--- src/rtl/dcpd_pkg.sv ---
// Shared types and constants for the DAC channel pattern driver.
// No dependencies; used by every module of the block.
package dcpd_pkg;

	localparam logic [7:0]  BASE_ADDR = 8'd48;
	localparam logic [15:0] MID_CODE  = 16'h8000;
	localparam logic [15:0] FULL_CODE = 16'hFFFF;
	localparam logic [15:0] ZERO_CODE = 16'h0000;
	localparam logic [15:0] NOISE_HI  = 16'hAAAA;
	localparam logic [15:0] NOISE_LO  = 16'h5555;

	localparam logic [7:0] NOISE_ZEROS = 8'd0;
	localparam logic [7:0] NOISE_ONES  = 8'd1;
	localparam logic [7:0] NOISE_RAIL  = 8'd3;

	localparam int QUEUE_DEPTH = 2;
	localparam int QW          = $clog2(QUEUE_DEPTH);

	// Command codes on the input port
	typedef enum logic [3:0] {
		FN_TICK       = 4'd0,
		FN_SET_CH     = 4'd1,
		FN_SET_ALL    = 4'd2,
		FN_NUDGE_UP   = 4'd3,
		FN_NUDGE_DN   = 4'd4,
		FN_SQ_SINGLE  = 4'd5,
		FN_SQ_SYNC    = 4'd6,
		FN_SQ_ALT     = 4'd7,
		FN_BUS_NOISE  = 4'd8
	} func_t;

	// Classified operations handed from front to back
	typedef enum logic [3:0] {
		OP_TICK,
		OP_SET_CH,
		OP_SET_ALL,
		OP_NUDGE_UP,
		OP_NUDGE_DN,
		OP_START_SINGLE,
		OP_START_SYNC,
		OP_START_ALT,
		OP_START_NOISE,
		OP_BUS_DRIVE,
		OP_STOP
	} op_t;

	typedef enum logic [2:0] {
		MODE_IDLE,
		MODE_SINGLE,
		MODE_SYNC,
		MODE_ALT,
		MODE_NOISE
	} mode_t;

	typedef enum logic {
		ST_IDLE,
		ST_SWEEP
	} back_state_t;

	typedef struct packed {
		op_t         op;
		logic [2:0]  ch;
		logic [15:0] hi;
		logic [15:0] lo;
	} cmd_t;

endpackage

--- src/rtl/dac_channel_pattern_driver.sv ---
// Top level of the DAC channel pattern driver: front end, command queue and
// write sequencer. Depends on dcpd_pkg, dcpd_front, dcpd_cmd_queue, dcpd_back.
//
// Usage:
//   Command channel (cmd_valid/cmd_ready): one beat carries func, channel,
//   code_high, code_low and noise_option. The front end classifies it and
//   queues it (two entries), so commands are taken while writes drain.
//   Write channel (wr_valid/wr_ready): each beat is one bus write with
//   bus_address (48 + channel, or 0 for an unstrobed drive), bus_data,
//   strobe_res and last_write, set on the final beat of a command.
//   Flow: a command is written into the queue, then popped by the sequencer,
//   which registers its write into the output register. A single write or
//   state-only command is handled in the idle state; set-all and sync or
//   alternating ticks load the sweep, then one write per cycle unless stalled.
//   Stall: while wr_ready is low the sequencer holds, the queue fills and
//   cmd_ready drops once both entries are occupied. No beat is lost.
//   Reset (arst_n low): all channel codes go to 0x8000, the current channel
//   to 0, the mode to idle, toggle and levels to 0; the queue empties.
module dac_channel_pattern_driver import dcpd_pkg::*; #(
	parameter int CHANNELS = 8
) (
	input  logic        clk,
	input  logic        arst_n,
	input  logic        cmd_valid,
	output logic        cmd_ready,
	input  logic [3:0]  func,
	input  logic [2:0]  channel,
	input  logic [15:0] code_high,
	input  logic [15:0] code_low,
	input  logic [7:0]  noise_option,
	output logic        wr_valid,
	input  logic        wr_ready,
	output logic [7:0]  bus_address,
	output logic [15:0] bus_data,
	output logic        strobe_res,
	output logic        last_write
);

	logic push;
	cmd_t push_cmd;
	logic q_full;
	logic q_empty;
	logic pop;
	cmd_t pop_cmd;

	dcpd_front #(
		.CHANNELS(CHANNELS)
	) u_front (
		.cmd_valid   (cmd_valid),
		.cmd_ready   (cmd_ready),
		.func        (func),
		.channel     (channel),
		.code_high   (code_high),
		.code_low    (code_low),
		.noise_option(noise_option),
		.q_full      (q_full),
		.push        (push),
		.push_cmd    (push_cmd)
	);

	dcpd_cmd_queue u_queue (
		.clk     (clk),
		.arst_n  (arst_n),
		.push    (push),
		.push_cmd(push_cmd),
		.full    (q_full),
		.pop     (pop),
		.pop_cmd (pop_cmd),
		.empty   (q_empty)
	);

	dcpd_back #(
		.CHANNELS(CHANNELS)
	) u_back (
		.clk        (clk),
		.arst_n     (arst_n),
		.q_empty    (q_empty),
		.q_cmd      (pop_cmd),
		.pop        (pop),
		.wr_valid   (wr_valid),
		.wr_ready   (wr_ready),
		.bus_address(bus_address),
		.bus_data   (bus_data),
		.strobe_res (strobe_res),
		.last_write (last_write)
	);

endmodule

--- src/rtl/dcpd_front.sv ---
// Front end: takes command beats and classifies them into queue entries.
// Depends on dcpd_pkg.
module dcpd_front import dcpd_pkg::*; #(
	parameter int CHANNELS = 8
) (
	input  logic        cmd_valid,
	output logic        cmd_ready,
	input  logic [3:0]  func,
	input  logic [2:0]  channel,
	input  logic [15:0] code_high,
	input  logic [15:0] code_low,
	input  logic [7:0]  noise_option,
	input  logic        q_full,
	output logic        push,
	output cmd_t        push_cmd
);

	logic ch_ok;

	assign ch_ok     = {1'b0, channel} < 4'(CHANNELS);
	assign cmd_ready = !q_full;
	assign push      = cmd_valid && !q_full;

	always_comb begin
		push_cmd.op = OP_STOP;
		push_cmd.ch = channel;
		push_cmd.hi = code_high;
		push_cmd.lo = code_low;
		case (func)
			FN_TICK:      push_cmd.op = OP_TICK;
			FN_SET_CH:    push_cmd.op = ch_ok ? OP_SET_CH : OP_STOP;
			FN_SET_ALL:   push_cmd.op = OP_SET_ALL;
			FN_NUDGE_UP:  push_cmd.op = OP_NUDGE_UP;
			FN_NUDGE_DN:  push_cmd.op = OP_NUDGE_DN;
			FN_SQ_SINGLE: push_cmd.op = ch_ok ? OP_START_SINGLE : OP_STOP;
			FN_SQ_SYNC:   push_cmd.op = OP_START_SYNC;
			FN_SQ_ALT:    push_cmd.op = OP_START_ALT;
			FN_BUS_NOISE: begin
				if (noise_option == NOISE_ZEROS) begin
					push_cmd.op = OP_BUS_DRIVE;
					push_cmd.hi = ZERO_CODE;
				end else if (noise_option == NOISE_ONES) begin
					push_cmd.op = OP_BUS_DRIVE;
					push_cmd.hi = FULL_CODE;
				end else if (noise_option == NOISE_RAIL) begin
					push_cmd.op = OP_START_NOISE;
					push_cmd.hi = FULL_CODE;
					push_cmd.lo = ZERO_CODE;
				end else begin
					push_cmd.op = OP_START_NOISE;
					push_cmd.hi = NOISE_HI;
					push_cmd.lo = NOISE_LO;
				end
			end
			default:      push_cmd.op = OP_STOP;
		endcase
	end

endmodule

--- src/rtl/dcpd_cmd_queue.sv ---
// Short command queue between the front end and the write sequencer.
// Depends on dcpd_pkg.
module dcpd_cmd_queue import dcpd_pkg::*; (
	input  logic clk,
	input  logic arst_n,
	input  logic push,
	input  cmd_t push_cmd,
	output logic full,
	input  logic pop,
	output cmd_t pop_cmd,
	output logic empty
);

	cmd_t          mem_q [QUEUE_DEPTH];
	logic [QW-1:0] wr_ptr_q;
	logic [QW-1:0] rd_ptr_q;
	logic [QW:0]   count_q;

	assign full    = count_q == (QW+1)'(QUEUE_DEPTH);
	assign empty   = count_q == '0;
	assign pop_cmd = mem_q[rd_ptr_q];

	always_ff @(posedge clk) begin
		if (push) begin
			mem_q[wr_ptr_q] <= push_cmd;
		end
	end

	always_ff @(posedge clk or negedge arst_n) begin
		if (!arst_n) begin
			wr_ptr_q <= '0;
			rd_ptr_q <= '0;
			count_q  <= '0;
		end else begin
			if (push) begin
				wr_ptr_q <= (wr_ptr_q == QW'(QUEUE_DEPTH - 1)) ? '0 : wr_ptr_q + 1'b1;
			end
			if (pop) begin
				rd_ptr_q <= (rd_ptr_q == QW'(QUEUE_DEPTH - 1)) ? '0 : rd_ptr_q + 1'b1;
			end
			if (push && !pop) begin
				count_q <= count_q + 1'b1;
			end else if (pop && !push) begin
				count_q <= count_q - 1'b1;
			end
		end
	end

`ifndef SYNTHESIS
	a_no_overflow: assert property (@(posedge clk) disable iff (!arst_n)
		push |-> !full) else $error("queue push while full");
	a_no_underflow: assert property (@(posedge clk) disable iff (!arst_n)
		pop |-> !empty) else $error("queue pop while empty");
	a_count_range: assert property (@(posedge clk) disable iff (!arst_n)
		count_q <= (QW+1)'(QUEUE_DEPTH)) else $error("queue count out of range");
`endif

endmodule

--- src/rtl/dcpd_back.sv ---
// Back end: holds channel codes and run mode, executes queued commands and
// sequences bus writes into the output register. Depends on dcpd_pkg.
module dcpd_back import dcpd_pkg::*; #(
	parameter int CHANNELS = 8
) (
	input  logic        clk,
	input  logic        arst_n,
	input  logic        q_empty,
	input  cmd_t        q_cmd,
	output logic        pop,
	output logic        wr_valid,
	input  logic        wr_ready,
	output logic [7:0]  bus_address,
	output logic [15:0] bus_data,
	output logic        strobe_res,
	output logic        last_write
);

	localparam int CW = (CHANNELS > 1) ? $clog2(CHANNELS) : 1;

	back_state_t   state_q, state_d;
	mode_t         mode_q, mode_d;
	logic          toggle_q, toggle_d;
	logic [15:0]   lvl_hi_q, lvl_hi_d;
	logic [15:0]   lvl_lo_q, lvl_lo_d;
	logic [CW-1:0] cur_q, cur_d;
	logic [CW-1:0] idx_q, idx_d;
	logic [15:0]   even_q, even_d;
	logic [15:0]   odd_q, odd_d;
	logic [15:0]   codes_q [CHANNELS];

	logic          can_emit;
	logic          emit;
	logic [7:0]    emit_addr;
	logic [15:0]   emit_data;
	logic          emit_strobe;
	logic          emit_last;
	logic          code_we;
	logic [CW-1:0] code_idx;
	logic [15:0]   code_wdata;
	logic [15:0]   cur_code;
	logic          tog_n;
	logic [15:0]   tog_val;
	logic [CW-1:0] q_ch;
	logic          sweep_last;

	assign can_emit   = !wr_valid || wr_ready;
	assign cur_code   = codes_q[cur_q];
	assign tog_n      = !toggle_q;
	assign tog_val    = tog_n ? lvl_hi_q : lvl_lo_q;
	assign q_ch       = q_cmd.ch[CW-1:0];
	assign sweep_last = idx_q == CW'(CHANNELS - 1);

	always_ff @(posedge clk or negedge arst_n) begin
		if (!arst_n) begin
			state_q <= ST_IDLE;
		end else begin
			state_q <= state_d;
		end
	end

	always_comb begin
		state_d     = state_q;
		mode_d      = mode_q;
		toggle_d    = toggle_q;
		lvl_hi_d    = lvl_hi_q;
		lvl_lo_d    = lvl_lo_q;
		cur_d       = cur_q;
		idx_d       = idx_q;
		even_d      = even_q;
		odd_d       = odd_q;
		pop         = 1'b0;
		emit        = 1'b0;
		emit_addr   = BASE_ADDR + 8'(cur_q);
		emit_data   = tog_val;
		emit_strobe = 1'b1;
		emit_last   = 1'b1;
		code_we     = 1'b0;
		code_idx    = cur_q;
		code_wdata  = tog_val;
		case (state_q)
			ST_IDLE: begin
				if (!q_empty && can_emit) begin
					pop = 1'b1;
					if (q_cmd.op != OP_TICK) begin
						mode_d = MODE_IDLE;
					end
					case (q_cmd.op)
						OP_TICK: begin
							if (mode_q != MODE_IDLE) begin
								toggle_d = tog_n;
							end
							case (mode_q)
								MODE_SINGLE: begin
									code_we = 1'b1;
									emit    = 1'b1;
								end
								MODE_NOISE: begin
									emit        = 1'b1;
									emit_addr   = '0;
									emit_strobe = 1'b0;
								end
								MODE_SYNC: begin
									state_d = ST_SWEEP;
									idx_d   = '0;
									even_d  = tog_val;
									odd_d   = tog_val;
								end
								MODE_ALT: begin
									state_d = ST_SWEEP;
									idx_d   = '0;
									even_d  = tog_n ? lvl_hi_q : lvl_lo_q;
									odd_d   = tog_n ? lvl_lo_q : lvl_hi_q;
								end
								default: ;
							endcase
						end
						OP_SET_CH: begin
							cur_d      = q_ch;
							code_we    = 1'b1;
							code_idx   = q_ch;
							code_wdata = q_cmd.hi;
							emit       = 1'b1;
							emit_addr  = BASE_ADDR + 8'(q_ch);
							emit_data  = q_cmd.hi;
						end
						OP_SET_ALL: begin
							state_d = ST_SWEEP;
							idx_d   = '0;
							even_d  = q_cmd.hi;
							odd_d   = q_cmd.hi;
						end
						OP_NUDGE_UP: begin
							if (cur_code != FULL_CODE) begin
								code_we    = 1'b1;
								code_wdata = cur_code + 16'd1;
								emit       = 1'b1;
								emit_data  = cur_code + 16'd1;
							end
						end
						OP_NUDGE_DN: begin
							if (cur_code != ZERO_CODE) begin
								code_we    = 1'b1;
								code_wdata = cur_code - 16'd1;
								emit       = 1'b1;
								emit_data  = cur_code - 16'd1;
							end
						end
						OP_START_SINGLE: begin
							cur_d    = q_ch;
							lvl_hi_d = q_cmd.hi;
							lvl_lo_d = q_cmd.lo;
							mode_d   = MODE_SINGLE;
						end
						OP_START_SYNC: begin
							lvl_hi_d = q_cmd.hi;
							lvl_lo_d = q_cmd.lo;
							mode_d   = MODE_SYNC;
						end
						OP_START_ALT: begin
							lvl_hi_d = q_cmd.hi;
							lvl_lo_d = q_cmd.lo;
							mode_d   = MODE_ALT;
						end
						OP_START_NOISE: begin
							lvl_hi_d = q_cmd.hi;
							lvl_lo_d = q_cmd.lo;
							mode_d   = MODE_NOISE;
						end
						OP_BUS_DRIVE: begin
							emit        = 1'b1;
							emit_addr   = '0;
							emit_data   = q_cmd.hi;
							emit_strobe = 1'b0;
						end
						default: ;
					endcase
				end
			end
			ST_SWEEP: begin
				// one strobed write per channel, ascending
				if (can_emit) begin
					code_we    = 1'b1;
					code_idx   = idx_q;
					code_wdata = idx_q[0] ? odd_q : even_q;
					emit       = 1'b1;
					emit_addr  = BASE_ADDR + 8'(idx_q);
					emit_data  = idx_q[0] ? odd_q : even_q;
					emit_last  = sweep_last;
					idx_d      = idx_q + 1'b1;
					if (sweep_last) begin
						state_d = ST_IDLE;
					end
				end
			end
			default: state_d = ST_IDLE;
		endcase
	end

	always_ff @(posedge clk or negedge arst_n) begin
		if (!arst_n) begin
			mode_q   <= MODE_IDLE;
			toggle_q <= 1'b0;
			lvl_hi_q <= '0;
			lvl_lo_q <= '0;
			cur_q    <= '0;
			idx_q    <= '0;
			wr_valid <= 1'b0;
			for (int i = 0; i < CHANNELS; i++) begin
				codes_q[i] <= MID_CODE;
			end
		end else begin
			mode_q   <= mode_d;
			toggle_q <= toggle_d;
			lvl_hi_q <= lvl_hi_d;
			lvl_lo_q <= lvl_lo_d;
			cur_q    <= cur_d;
			idx_q    <= idx_d;
			if (code_we) begin
				codes_q[code_idx] <= code_wdata;
			end
			if (emit) begin
				wr_valid <= 1'b1;
			end else if (wr_ready) begin
				wr_valid <= 1'b0;
			end
		end
	end

	always_ff @(posedge clk) begin
		even_q <= even_d;
		odd_q  <= odd_d;
		if (emit) begin
			bus_address <= emit_addr;
			bus_data    <= emit_data;
			strobe_res  <= emit_strobe;
			last_write  <= emit_last;
		end
	end

`ifndef SYNTHESIS
	a_unstrobed_addr: assert property (@(posedge clk) disable iff (!arst_n)
		wr_valid && !strobe_res |-> bus_address == 8'd0 && last_write)
		else $error("unstrobed beat with address or not last");
	a_sweep_no_pop: assert property (@(posedge clk) disable iff (!arst_n)
		state_q == ST_SWEEP |-> !pop) else $error("queue popped during sweep");
	a_sweep_ends: assert property (@(posedge clk) disable iff (!arst_n)
		state_q == ST_SWEEP && can_emit && sweep_last |=> state_q == ST_IDLE
		&& wr_valid && last_write) else $error("sweep did not close with last beat");
`endif

endmodule

--- config.mk ---
export PLATFORM = sky130hd
export DESIGN_NAME = dac_channel_pattern_driver
export DESIGN_NICKNAME = d
export VERILOG_FILES = /design/src/rtl/dcpd_pkg.sv /design/src/rtl/dac_channel_pattern_driver.sv /design/src/rtl/dcpd_front.sv /design/src/rtl/dcpd_cmd_queue.sv /design/src/rtl/dcpd_back.sv
export SDC_FILE = /design/constraint.sdc
export NUM_CORES = 1
export LEC_CHECK = 0
export BUFFER_PORTS_ARGS = -buffer_cell sky130_fd_sc_hd__clkbuf_2
export CAP_MARGIN = 20
export CORE_ASPECT_RATIO = 1.2
export CORE_UTILIZATION = 67
export CTS_CLUSTER_SIZE = 14
export DETAILED_ROUTE_END_ITERATION = 12
export MAX_ROUTING_LAYER = met4
export PLACE_DENSITY = 0.86
export SLEW_MARGIN = 20
export SYNTH_ARGS = -nofsm -noshare
export SYNTH_HDL_FRONTEND = slang
export SYNTH_SLANG_ARGS = --single-unit
--- constraint.sdc ---
create_clock -name clk -period 12.4 [get_ports clk]
set_clock_uncertainty 0.05 [all_clocks]
set_input_delay 2.48 -clock clk [delete_from_list [all_inputs] [get_ports clk]]
set_output_delay 2.48 -clock clk [all_outputs]
set_load 0.01 [all_outputs]
==> run_results.csv, run 1 <==
group,metric,value,unit
outcome,outcome,"complete, no violations",
setup_path,critPathMaxFanout,38,
setup_path,crit_type,"flip-flop to flip-flop",
timing,finalSetupTns,0,ns
timing,maxSlewViolCount,0,
global_route,grt_pass1_vias,11738,
clocking,path_clk_slew,0.06,ns
power_and_ir_drop,p_leak,0.00698,µW
timing,finalHoldViolCount,0,
layout,drive_above_1_share,16.6,%
worst_hold_path,min_path_cells,2,
global_route,grt_overflow,0,
setup_path,r2r_start,"u_back.cur_q[0]",
route,via_count,12016,
timing,slew_headroom,21.4,%
layout,area_delta_synth_final,11.1,%
route,ant_nets,0,
route,firstDrtPassIters,7,
timing,final.period_utilization,42.5,%
clocking,clk_latency,0.56,ns
global_route,track_usage,33.8,%
floorplanning,initial_core_util,68.9,%
setup_path,crit_buf_inv,3,
synth,ys_ff_latch,308,
layout,final_cell_mix,"nor2_1, dfrtp_1, a21oi_1, nand2_1, edfxtp_1",
place,dpl.hpwl,25.9,mm
setup_path,crit_family,"simple AND/OR/NAND/NOR gates",
floorplanning,core-area,0.0226,mm²
route,wl_per_cell,20.7,µm
setup_path,worst_setup_path_start_kind,"flip-flop",
power_and_ir_drop,cellPowerDensity,302,mW/mm²
place,gp_congestion,0.941,
setup_path,regToRegEndpoint,"u_back.codes_q[9]",
clocking,post_cts_buffers,0,
setup_path,max_stage_delay,0.82,ns
floorplanning,rows,60,
setup_path,arrival,5.62,ns
global_route,grt_start_max_net_pins,117,
timing,max_freq,190,MHz
synth,avgSynthCellArea,10.6,µm²
floorplanning,die_h,169,µm
layout,nNetsFinal,1570,
floorplanning,die-width,141,µm
clocking,cts-root-buf,"clkbuf_16",
clocking,cts.sinks,308,
synth,synth_area,0.0156,mm²
setup_path,r2r_cells,13,
clocking,cts_tree,"done",
layout,final_common_cell,"nor2_1",
clocking,numCtsBuffers,30,
clocking,hold_buffers,0,
worst_hold_path,hold_end,"u_back.codes_q[79]",
clocking,cts_buffer_depth,3,
power_and_ir_drop,irDropWorstVdd,178,µV
timing,setup_viol,0,
worst_hold_path,hp-start,"u_back.codes_q[79]",
synth,netlist_instances,1472,
timing,rsz0062_at_grt,"false",
setup_path,crit_path_end_kind,"flip-flop",
synth,synth_edf_count,132,
floorplanning,design.die.area,0.0238,mm²
route,drtIter0Drc,1142,
floorplanning,io_pins,79,
setup_path,cpMaxStageDelayCell,"nor2_1",
route,drc,0,
setup_path,critPathRequiredTime,12.76,ns
setup_path,path_cells,"buf_4 > mux4_2 > mux2i_1 > inv_1 > ha_1 > inv_1 > nor4_1 > nand2_1 > nor3_1 > nor2_1 > o2111ai_1 > o311ai_2 > a31oi_1",
synth,synth.distinct_cells,73,
setup_path,path_common_cell,"inv_1",
synth,async_reset_ff_share,57.1,%
timing,min_period,5.27,ns
synth,synth_seq_area_share,53.8,%
global_route,grt_antenna_before_repair,1,
route,totalWireLength,38.2,mm
place,port-buffer-count,75,
route,viasPerCell,6.50,
synth,ys_warn_count,0,
power_and_ir_drop,p_total,5220,µW
synth,synth_ff_type,"dfrtp_1",
worst_hold_path,hold_class,"flip-flop to flip-flop",
clocking,cts_resized,0,
timing,worst_pin_slew,1.17,ns
flow_run,drv_cap,0,
layout,fillers,1409,
setup_path,reg2reg_slack,7.13,ns
global_route,grt_pass1_wl,61.3,mm
clocking,htreeDepth,1,
==> power breakdown <==
group          switching (µW)  internal [µW]  leakage, µW  total (µW)
clock                     386            585     0.000531         972
combinational            1590            896      0.00316        2490
sequential                220           1540      0.00328        1760
==> flip-flops by register name, summed over array words and instances, names as in the netlist, 2 cells and up <==
name,flops
u_back.even_q,16
u_queue.count_q,2
u_queue.mem_q,78
u_back.bus_data,16
u_back.odd_q,16
u_back.lvl_lo_q,16
u_back.mode_q,3
u_back.idx_q,3
u_back.bus_address,4
u_back.lvl_hi_q,16
u_back.codes_q,128
u_back.cur_q,3
==> worst reg2reg max path, stage by stage (launching register included) <==
cell and delay (ns):
dfrtp_2 0.34, buf_4 0.56, mux4_2 0.60, mux2i_1 0.52, inv_1 0.16, ha_1 0.27
inv_1 0.10, nor4_1 0.09, nand2_1 0.29, nor3_1 0.10, nor2_1 0.82, o2111ai_1 0.30
o311ai_2 0.71, a31oi_1 0.19
==> Yosys cell counts (6+ instances only) <==
library cell  instances  share of area, %
edfxtp_1            132                25
a21oi_1             156               5.0
a31oi_1              56               2.3
nor2_1              183               4.4
nand2_1             153               3.7
dfstp_2               8               1.4
buf_4                 7              0.34
a211oi_1             11              0.53
and2_1               11              0.44
o21ai_1              10              0.32
mux2_2               27               2.0
o22ai_1               8              0.32
xnor2_1              10              0.56
clkbuf_1             60               1.4
nand3_1              22              0.71
mux2i_1              94               6.0
buf_2                22              0.71
mux4_2               30               4.3
inv_1                31              0.75
dfrtp_1             168                27
and3_1               15              0.60
o2111ai_1            10              0.56
nor4_1               14              0.56
o211ai_1             16              0.77
o221ai_1              7              0.39
a21o_1                6              0.29
nand4_1               8              0.32
o31ai_1               7              0.34
nor3_1               27              0.87
o21ai_0              45               1.4
nand2b_1              7              0.28
nor2b_1              11              0.44
buf_1                 8              0.19
==> cell type report <==
| type | count | area, µm² | area share [%] |
|---|---|---|---|
| sequential | 308 | 8380 | 48.4 |
| multi-input combinational | 1034 | 6700 | 38.7 |
| clock buffer | 41 | 892 | 5.16 |
| timing repair buffer | 106 | 629 | 3.64 |
| tap | 310 | 388 | 2.24 |
| clock inverter | 15 | 178 | 1.03 |
| inverter | 34 | 128 | 0.738 |
| antenna | 1 | 2.50 | 0.0145 |
==> per-layer routing <==
layer	wire length, µm	vias to the layer above	track usage (%)
met5	0	-	-
met4	1210	0	13.0
met3	2390	92	4.16
met2	19500	567	56.8
met1	15100	5868	42.0
li1	-	5489	-
==> cells by family (layout without fill, tap and decap cells) <==
group,count (synthesis),in the layout,synth area share (%)
simple gates,481,481,14.0
compound gates,379,379,15.0
flops,308,308,53.8
mux,151,151,12.3
buf+inv,132,196,3.58
xor+xnor,15,15,0.844
fa+ha+maj,5,5,0.402
other cells,1,4,0.0241
==> worst max path at each step <==
stage	end	cells after the start	from	slack, ns
3_5_place_dp	u_back.codes_q[95]	13	wr_ready	6.84
4_1_cts	u_back.bus_data[6]	10	u_back.cur_q[0]	7.22
6_report	u_back.codes_q[9]	13	u_back.cur_q[0]	7.13
2_1_floorplan	u_back.idx_q[0]	8	wr_ready	7.40
3_3_place_gp	u_back.bus_data[12]	9	wr_ready	7.06
5_1_grt	u_back.bus_data[6]	12	u_back.cur_q[0]	6.86
==> metrics by stage <==
stage	hold slack [ns]	utilization, %	instance area [µm²]	cells	setup slack (ns)
2_1_floorplan	0.411	-	15600	1474	7.40
3_3_place_gp	0.406	71.7	16200	1791	7.06
3_5_place_dp	0.411	71.7	16200	1791	6.84
4_1_cts	0.450	76.5	17300	1847	7.22
5_1_grt	0.458	76.6	17300	1849	6.86
6_report	0.453	76.6	17300	1849	7.13
Power figures use the tool's default switching activity.
==> run 2: changes to the inputs <==
--- a/config.mk
+++ b/config.mk
@@ -5,14 +5,15 @@
 export SDC_FILE = /design/constraint.sdc
 export NUM_CORES = 1
 export LEC_CHECK = 0
+export ABC_AREA = 1
 export BUFFER_PORTS_ARGS = -buffer_cell sky130_fd_sc_hd__clkbuf_2
 export CAP_MARGIN = 20
 export CORE_ASPECT_RATIO = 1.2
-export CORE_UTILIZATION = 67
+export CORE_UTILIZATION = 56
 export CTS_CLUSTER_SIZE = 14
 export DETAILED_ROUTE_END_ITERATION = 12
 export MAX_ROUTING_LAYER = met4
-export PLACE_DENSITY = 0.86
+export PLACE_DENSITY = 0.77
 export SLEW_MARGIN = 20
 export SYNTH_ARGS = -nofsm -noshare
 export SYNTH_HDL_FRONTEND = slang
==> constraint.sdc (replaced) <==
create_clock -name clk -period 4.4 [get_ports clk]
set_clock_uncertainty 0.05 [all_clocks]
set_input_delay 0.88 -clock clk [delete_from_list [all_inputs] [get_ports clk]]
set_output_delay 0.88 -clock clk [all_outputs]
set_load 0.01 [all_outputs]
==> run 2 against run 1 <==
  * Maximum frequency grew 34%
  * Flip-flop and latch count unchanged
  * Worst setup slack worse by 6.7 ns
  * Non-clock buffer count grew 15
  * Cell count grew 42%
  * Routed wire length up 18%
  * Clock power grew to 2.8 times the previous value
  * Worst hold slack got worse by 0.042 ns
  * Critical path type unchanged
==> run_results.csv, run 2 <==
group,metric,value,unit
clocking,numCtsBuffers,34,
timing,finalHoldViolCount,0,
power_and_ir_drop,seqPwrFrac,31.2,%
timing,slew_headroom,31.5,%
route,via_count,14671,
layout,drive_above_1_share,11.4,%
setup_path,r2r_cells,18,
outcome,outcome,"complete, no violations",
setup_path,crit_type,"flip-flop to flip-flop",
synth,async_reset_ff_share,57.1,%
floorplanning,io_pins,79,
floorplanning,design.die.area,0.0305,mm²
clocking,cts-root-buf,"clkbuf_16",
clocking,cts_resized,0,
clocking,hold_buffers,0,
power_and_ir_drop,swShare,47.5,%
clocking,cts_buffer_depth,3,
clocking,cts_tree,"done",
synth,synth_ff_type,"dfrtp_1",
synth,ys_warn_count,0,
power_and_ir_drop,internal_power,8220,µW
timing,final.period_utilization,89.5,%
timing,setup_viol,0,
flow_run,drv_cap,0,
layout,largest_reg_flops,128,
worst_hold_path,hold_class,"input pin to asynchronous set/reset pin",
global_route,grt_overflow,0,
synth,avgSynthCellArea,7.71,µm²
clocking,path_clk_slew,0.07,ns
timing,maxSlewViolCount,0,
timing,rsz0062_at_grt,"false",
synth,synth_area,0.0167,mm²
global_route,grt_antenna_before_repair,0,
route,drc,0,
synth,synth_edf_count,132,
synth,yosysMostFrequentCell,"nand2_1",
floorplanning,die_h,191,µm
setup_path,endpoint,"u_back.codes_q[95]",
global_route,grt_pass1_vias,14132,
power_and_ir_drop,p_total,15600,µW
layout,final_common_cell,"nand2_1",
synth,synth_common_cells,"nand2_1, inv_1, dfrtp_1",
synth,netlist_instances,2163,
layout,final_cell_mix,"nand2_1, inv_1, dfrtp_1, nand3_1, edfxtp_1",
synth,synth.top_cell.area_share,25.2,%
layout,area_delta_synth_final,10.7,%
timing,finalSetupTns,0,ns
setup_path,critPathMaxFanout,45,
power_and_ir_drop,irDropWorstVdd,459,µV
setup_path,arrival,4.34,ns
synth,synth_seq_area_share,50.3,%
floorplanning,rows,68,
floorplanning,die-width,160,µm
setup_path,worst_setup_path_start_kind,"flip-flop",
clocking,cts.sinks,308,
layout,diodes,0,
clocking,clk_latency,0.53,ns
clocking,htreeDepth,2,
route,wl_per_cell,17.2,µm
route,viasPerCell,5.60,
setup_path,regToRegEndpoint,"u_back.codes_q[95]",
timing,max_freq,254,MHz
setup_path,crit_path_end_kind,"flip-flop",
route,ant_nets,0,
power_and_ir_drop,clockPowerShare,17.6,%
timing,worst_pin_slew,1.03,ns
synth,yosys.area.top_type,"dfrtp_1",
floorplanning,initial_core_util,57.5,%
place,gp_congestion,0.937,
global_route,grt_start_max_net_pins,110,
setup_path,critPathRequiredTime,4.80,ns
place,dpl.hpwl,32.3,mm
power_and_ir_drop,p_leak,0.00875,µW
synth,ys_ff_latch,308,
floorplanning,core-area,0.0290,mm²
layout,reg.largest.list,"u_back.codes_q x128, u_queue.mem_q x78",
synth,synth.distinct_cells,42,
route,totalWireLength,45.1,mm
global_route,track_usage,31.2,%
synth,synth_area_leaders,"dfrtp_1, edfxtp_1, nand2_1",
power_and_ir_drop,cellPowerDensity,848,mW/mm²
power_and_ir_drop,comb_power_share,51.2,%
power_and_ir_drop,p_sw,7430,µW
layout,regMostFlops,"u_back.codes_q",
clocking,post_cts_buffers,0,
place,port-buffer-count,75,
route,drtIter0Drc,1601,
setup_path,r2r_start,"u_back.cur_q[0]",
layout,fillers,2514,
route,firstDrtPassIters,7,
setup_path,startpoint,"u_back.cur_q[0]",
layout,nNetsFinal,2270,
setup_path,reg2reg_slack,0.46,ns
timing,min_period,3.94,ns
global_route,grt_pass1_wl,72.8,mm
==> run 2: cell types whose count changed after synthesis, sizes merged, moves of 23 or more <==
cell / previous run / this run
a21oi: 156 / 48
o21ai: 55 / 183
mux2: 27 / 0
nor2: 184 / 135
inv: 31 / 232
mux2i: 94 / 0
buf: 38 / 68
nor3: 28 / 4
a31oi: 56 / 33
nand2: 153 / 852
nand3: 22 / 151
mux4: 30 / 0
==> run 2: how the worst min path moves through the flow <==
stage | to | cells after the start
6_report | u_back.codes_q[77] | 1
5_1_grt | u_back.codes_q[63] | 2
4_1_cts | u_back.codes_q[111] | 2
3_5_place_dp | u_back.codes_q[0] | 2
3_3_place_gp | u_back.codes_q[0] | 2
2_1_floorplan | u_back.codes_q[0] | 2
==> run 2: per-stage QoR <==
step	instance area [µm²]	util (%)	worst slack [ns]	hold WS (ns)	instances
global route	18500	63.6	0.0925	0.433	2622
finish	18500	63.6	0.462	0.412	2622
global placement	17300	59.8	0.597	0.403	2561
detailed placement	17300	59.8	0.468	0.408	2561
CTS	18400	63.5	0.440	0.420	2620
floorplan	16700	-	0.0768	0.387	2165
==> run 2: per-layer routing <==
metal | global-route usage [%] | up-vias | share of wire [%]
li1 | - | 7065 | -
met1 | 36.0 | 6852 | 40
met2 | 53.0 | 621 | 49
met3 | 4.23 | 133 | 6.2
met4 | 16.9 | 0 | 5.1
met5 | - | - | 0
==> run 2: logic make-up (layout without fill, tap and decap cells) <==
kind of cell | after synthesis | in the layout | share of synthesized area (%)
AO/OA/AOI/OAI | 317 | 317 | 11.3
XOR/XNOR | 13 | 13 | 0.683
adder cells (fa/ha/maj) | 5 | 5 | 0.375
buffers and inverters | 342 | 414 | 8.84
flip-flops | 308 | 308 | 50.3
other | 1 | 3 | 0.0225
AND/OR/NAND/NOR | 1177 | 1177 | 28.6
==> run 2: power groups by stage <==
stage | Combinational, µW | Sequential (µW) | Clock (µW)
2_1_floorplan | 5680 | 4730 | 0
3_3_place_gp | 7720 | 4870 | 0
3_5_place_dp | 7860 | 4910 | 0
4_1_cts | 7900 | 4870 | 2780
5_1_grt | 8930 | 4980 | 2890
6_report | 8020 | 4880 | 2750
==> run 2: layout make-up <==
type	count	area, µm²	share of cell area (%)
sequential	308	8380	45.4
timing repair buffer	121	777	4.21
tap	385	482	2.61
inverter	234	883	4.79
multi-input combinational	1515	6860	37.2
clock inverter	10	86.3	0.468
clock buffer	49	987	5.35
==> run 2: worst max-delay path: stages, from the launching register on <==
cell	delay (ns)
dfrtp_2	0.53
inv_6	0.33
buf_4	0.32
nand2_1	0.08
nand3_1	0.11
nand3_1	0.10
nand2_1	0.26
nand2_1	0.12
inv_1	0.08
nand2_1	0.08
nor2_4	0.14
nand3_2	0.23
nand2_1	0.13
nand2_1	0.13
o21ai_4	0.34
a21oi_2	0.27
inv_2	0.32
nand2_1	0.10
nand2_1	0.08
==> run 3: changes to the inputs <==
--- a/config.mk
+++ b/config.mk
@@ -17,4 +17,5 @@
 export SLEW_MARGIN = 20
 export SYNTH_ARGS = -nofsm -noshare
 export SYNTH_HDL_FRONTEND = slang
+export SYNTH_HIERARCHICAL = 1
 export SYNTH_SLANG_ARGS = --single-unit
==> run 3 against run 2 <==
  * Combinational power down 3.6%
  * Register-to-register slack better by 0.07 ns
  * Largest cell class unchanged
  * Synthesized cell count increased by 1.8%
  * Via count about the same
  * Clock power increased by 4%
  * First-iteration DRC count is 14% lower
  * Total power down 2.2%
  * Maximum frequency rose by 1.8%
  * Sequential share of layout area shrank 1.1 points
==> run_results.csv, run 3 <==
group,metric,value,unit
layout,nNetsFinal,2303,
timing,finalSetupTns,0,ns
clocking,post_cts_buffers,0,
power_and_ir_drop,cellPowerDensity,809,mW/mm²
route,via_count,14680,
setup_path,worst_setup_path_start_kind,"flip-flop",
outcome,outcome,"complete, no violations",
layout,final_common_cell,"nand2_1",
route,wl_per_cell,17.1,µm
synth,synth_edf_count,132,
floorplanning,design.die.area,0.0315,mm²
timing,rsz0062_at_grt,"false",
clocking,htreeDepth,2,
route,met2_length,22.4,mm
synth,yosysMostFrequentCell,"nand2_1",
setup_path,crit_family,"simple AND/OR/NAND/NOR gates",
timing,setup_viol,0,
timing,worst_pin_slew,0.952,ns
place,pre_cts_ws,0.653,ns
synth,synth_common_cells,"nand2_1, inv_1, dfrtp_1",
layout,area_delta_synth_final,9.80,%
floorplanning,initial_core_util,56.7,%
layout,reg.largest.list,"u_back/codes_q x128, u_queue/mem_q x78",
synth,synth.distinct_cells,42,
place,port-buffer-count,75,
clocking,cts-root-buf,"clkbuf_16",
setup_path,max_stage_delay,0.55,ns
clocking,cts_buffer_depth,3,
synth,synth_ff_type,"dfrtp_1",
global_route,grt_antenna_before_repair,0,
place,dpl.hpwl,31.7,mm
power_and_ir_drop,p_leak,0.00919,µW
clocking,path_clk_slew,0.06,ns
power_and_ir_drop,irDropWorstVdd,466,µV
route,firstDrtPassIters,8,
clocking,numCtsBuffers,35,
route,top_layer_used,"met4",
clocking,clk_latency,0.53,ns
layout,largest_reg_flops,128,
clocking,cts_tree,"done",
layout,drive_above_1_share,13.4,%
floorplanning,core-area,0.0304,mm²
timing,max_freq,258,MHz
setup_path,path_cells,"inv_2 > nor2_1 > nand2_1 > nand2_1 > o21ai_1 > ha_1 > nand2_1 > nor2_2 > nand2_2 > nor2_2 > nor2_2 > nor4_1 > o21ai_2 > buf_4",
route,wl_met3,3.06,mm
floorplanning,die_h,194,µm
global_route,grt_start_max_net_pins,86,
setup_path,crit_buf_inv,2,
timing,slew_headroom,35.9,%
place,gp_congestion,0.965,
setup_path,worst-path-stages,14,
power_and_ir_drop,p_total,15300,µW
setup_path,critPathMaxFanout,32,
flow_run,drv_cap,0,
route,ant_nets,0,
layout,diodes,0,
floorplanning,die-width,162,µm
floorplanning,io_pins,79,
clocking,cts_resized,0,
setup_path,r2r_cells,14,
timing,setup_ws,0.530,ns
global_route,grt_pass1_vias,13798,
synth,ys_ff_latch,308,
global_route,grt_overflow,0,
clocking,cts.sinks,308,
route,viasPerCell,5.50,
synth,avgSynthCellArea,7.83,µm²
synth,synth_seq_area_share,48.6,%
synth,async_reset_ff_share,57.1,%
clocking,hold_buffers,0,
synth,ys_warn_count,6,
global_route,grt_pass1_wl,73.0,mm
timing,final.period_utilization,88.0,%
timing,finalHoldViolCount,0,
route,drtIter0Drc,1375,
synth,yosys.area.top_type,"dfrtp_1",
setup_path,critPathRequiredTime,4.60,ns
setup_path,crit_path_end_kind,"flip-flop",
layout,final_cell_mix,"nand2_1, inv_1, dfrtp_1, nand3_1, edfxtp_1",
setup_path,crit_type,"flip-flop to flip-flop",
global_route,track_usage,30.3,%
synth,synth.top_cell.area_share,24.4,%
timing,maxSlewViolCount,0,
synth,synth_area,0.0172,mm²
route,met1_length,18.2,mm
floorplanning,rows,70,
synth,netlist_instances,2201,
layout,regMostFlops,"u_back/codes_q",
timing,min_period,3.87,ns
setup_path,cpMaxStageDelayCell,"inv_2",
route,totalWireLength,45.5,mm
route,drc,0,
synth,synth_area_leaders,"dfrtp_1, edfxtp_1, nand2_1",
setup_path,arrival,4.07,ns
worst_hold_path,hold_class,"input pin to asynchronous set/reset pin",
## run 3: cell types whose count changed after synthesis, sizes merged, moves of 3 or more
cell	delta
clkbuf	-3
o21ai	-58
mux2	+64
o2111ai	-7
nand3	+14
or2	-6
a31oi	-32
nor2	-5
inv	-4
nand2	+59
a21oi	+43
buf	-8
a221oi	-16
## run 3: layer usage
| layer | track usage [%] | vias to the layer above |
|---|---|---|
| met4 | 14.0 | 0 |
| li1 | - | 7122 |
| met5 | - | - |
| met3 | 3.96 | 125 |
| met1 | 37.1 | 6829 |
| met2 | 49.8 | 604 |
## run 3: cell families (layout without fill, tap and decap cells)
group | Yosys count | in the layout | synth area share, %
other | 1 | 3 | 0.0218
and+or+nand+nor | 1240 | 1240 | 30.0
muxes | 64 | 64 | 4.18
xor gates and xnor gates | 13 | 13 | 0.661
DFF | 308 | 308 | 48.6
buffers and inverters | 325 | 395 | 8.54
adders and majority gates | 5 | 5 | 0.363
AOI/OAI and AO/OA | 245 | 245 | 7.60
## run 3: through the flow
stage          hold WS [ns]  cells  utilization, %  area (µm²)
2_1_floorplan         0.396   2203               -       17200
6_report              0.364   2669            62.2       18900
5_1_grt               0.431   2669            62.2       18900
3_5_place_dp          0.411   2605            58.4       17800
3_3_place_gp          0.403   2605            58.4       17800
4_1_cts               0.383   2668            62.2       18900
## run 3: power breakdown
part | internal [µW] | switching (µW) | total, µW
sequential | 4190 | 508 | 4690
combinational | 2270 | 5470 | 7730
clock | 1700 | 1170 | 2870
## run 3: worst paths after layout
kind,slack (ns),endpoint,startpoint
setup / recovery,0.53,u_back/bus_data[9],u_back/cur_q[1]
hold / removal,0.36,u_back/codes_q[69],arst_n
setup reg to reg,0.53,u_back/bus_data[9],u_back/cur_q[1]
max in group asynchronous,2.94,u_back/codes_q[79],arst_n
hold reg to reg,0.42,u_back/codes_q[31],u_back/codes_q[31]
min in group clk,0.42,u_back/codes_q[31],u_back/codes_q[31]
## run 3: final cells by class
cell class / count / area [µm²]
Sequential cell: 308 / 8380
Timing Repair Buffer: 104 / 612
Tap cell: 396 / 495
Multi-Input combinational cell: 1570 / 7430
Inverter: 228 / 861
Clock buffer: 49 / 990
Fill cell: 2555 / 11500
Clock inverter: 14 / 146
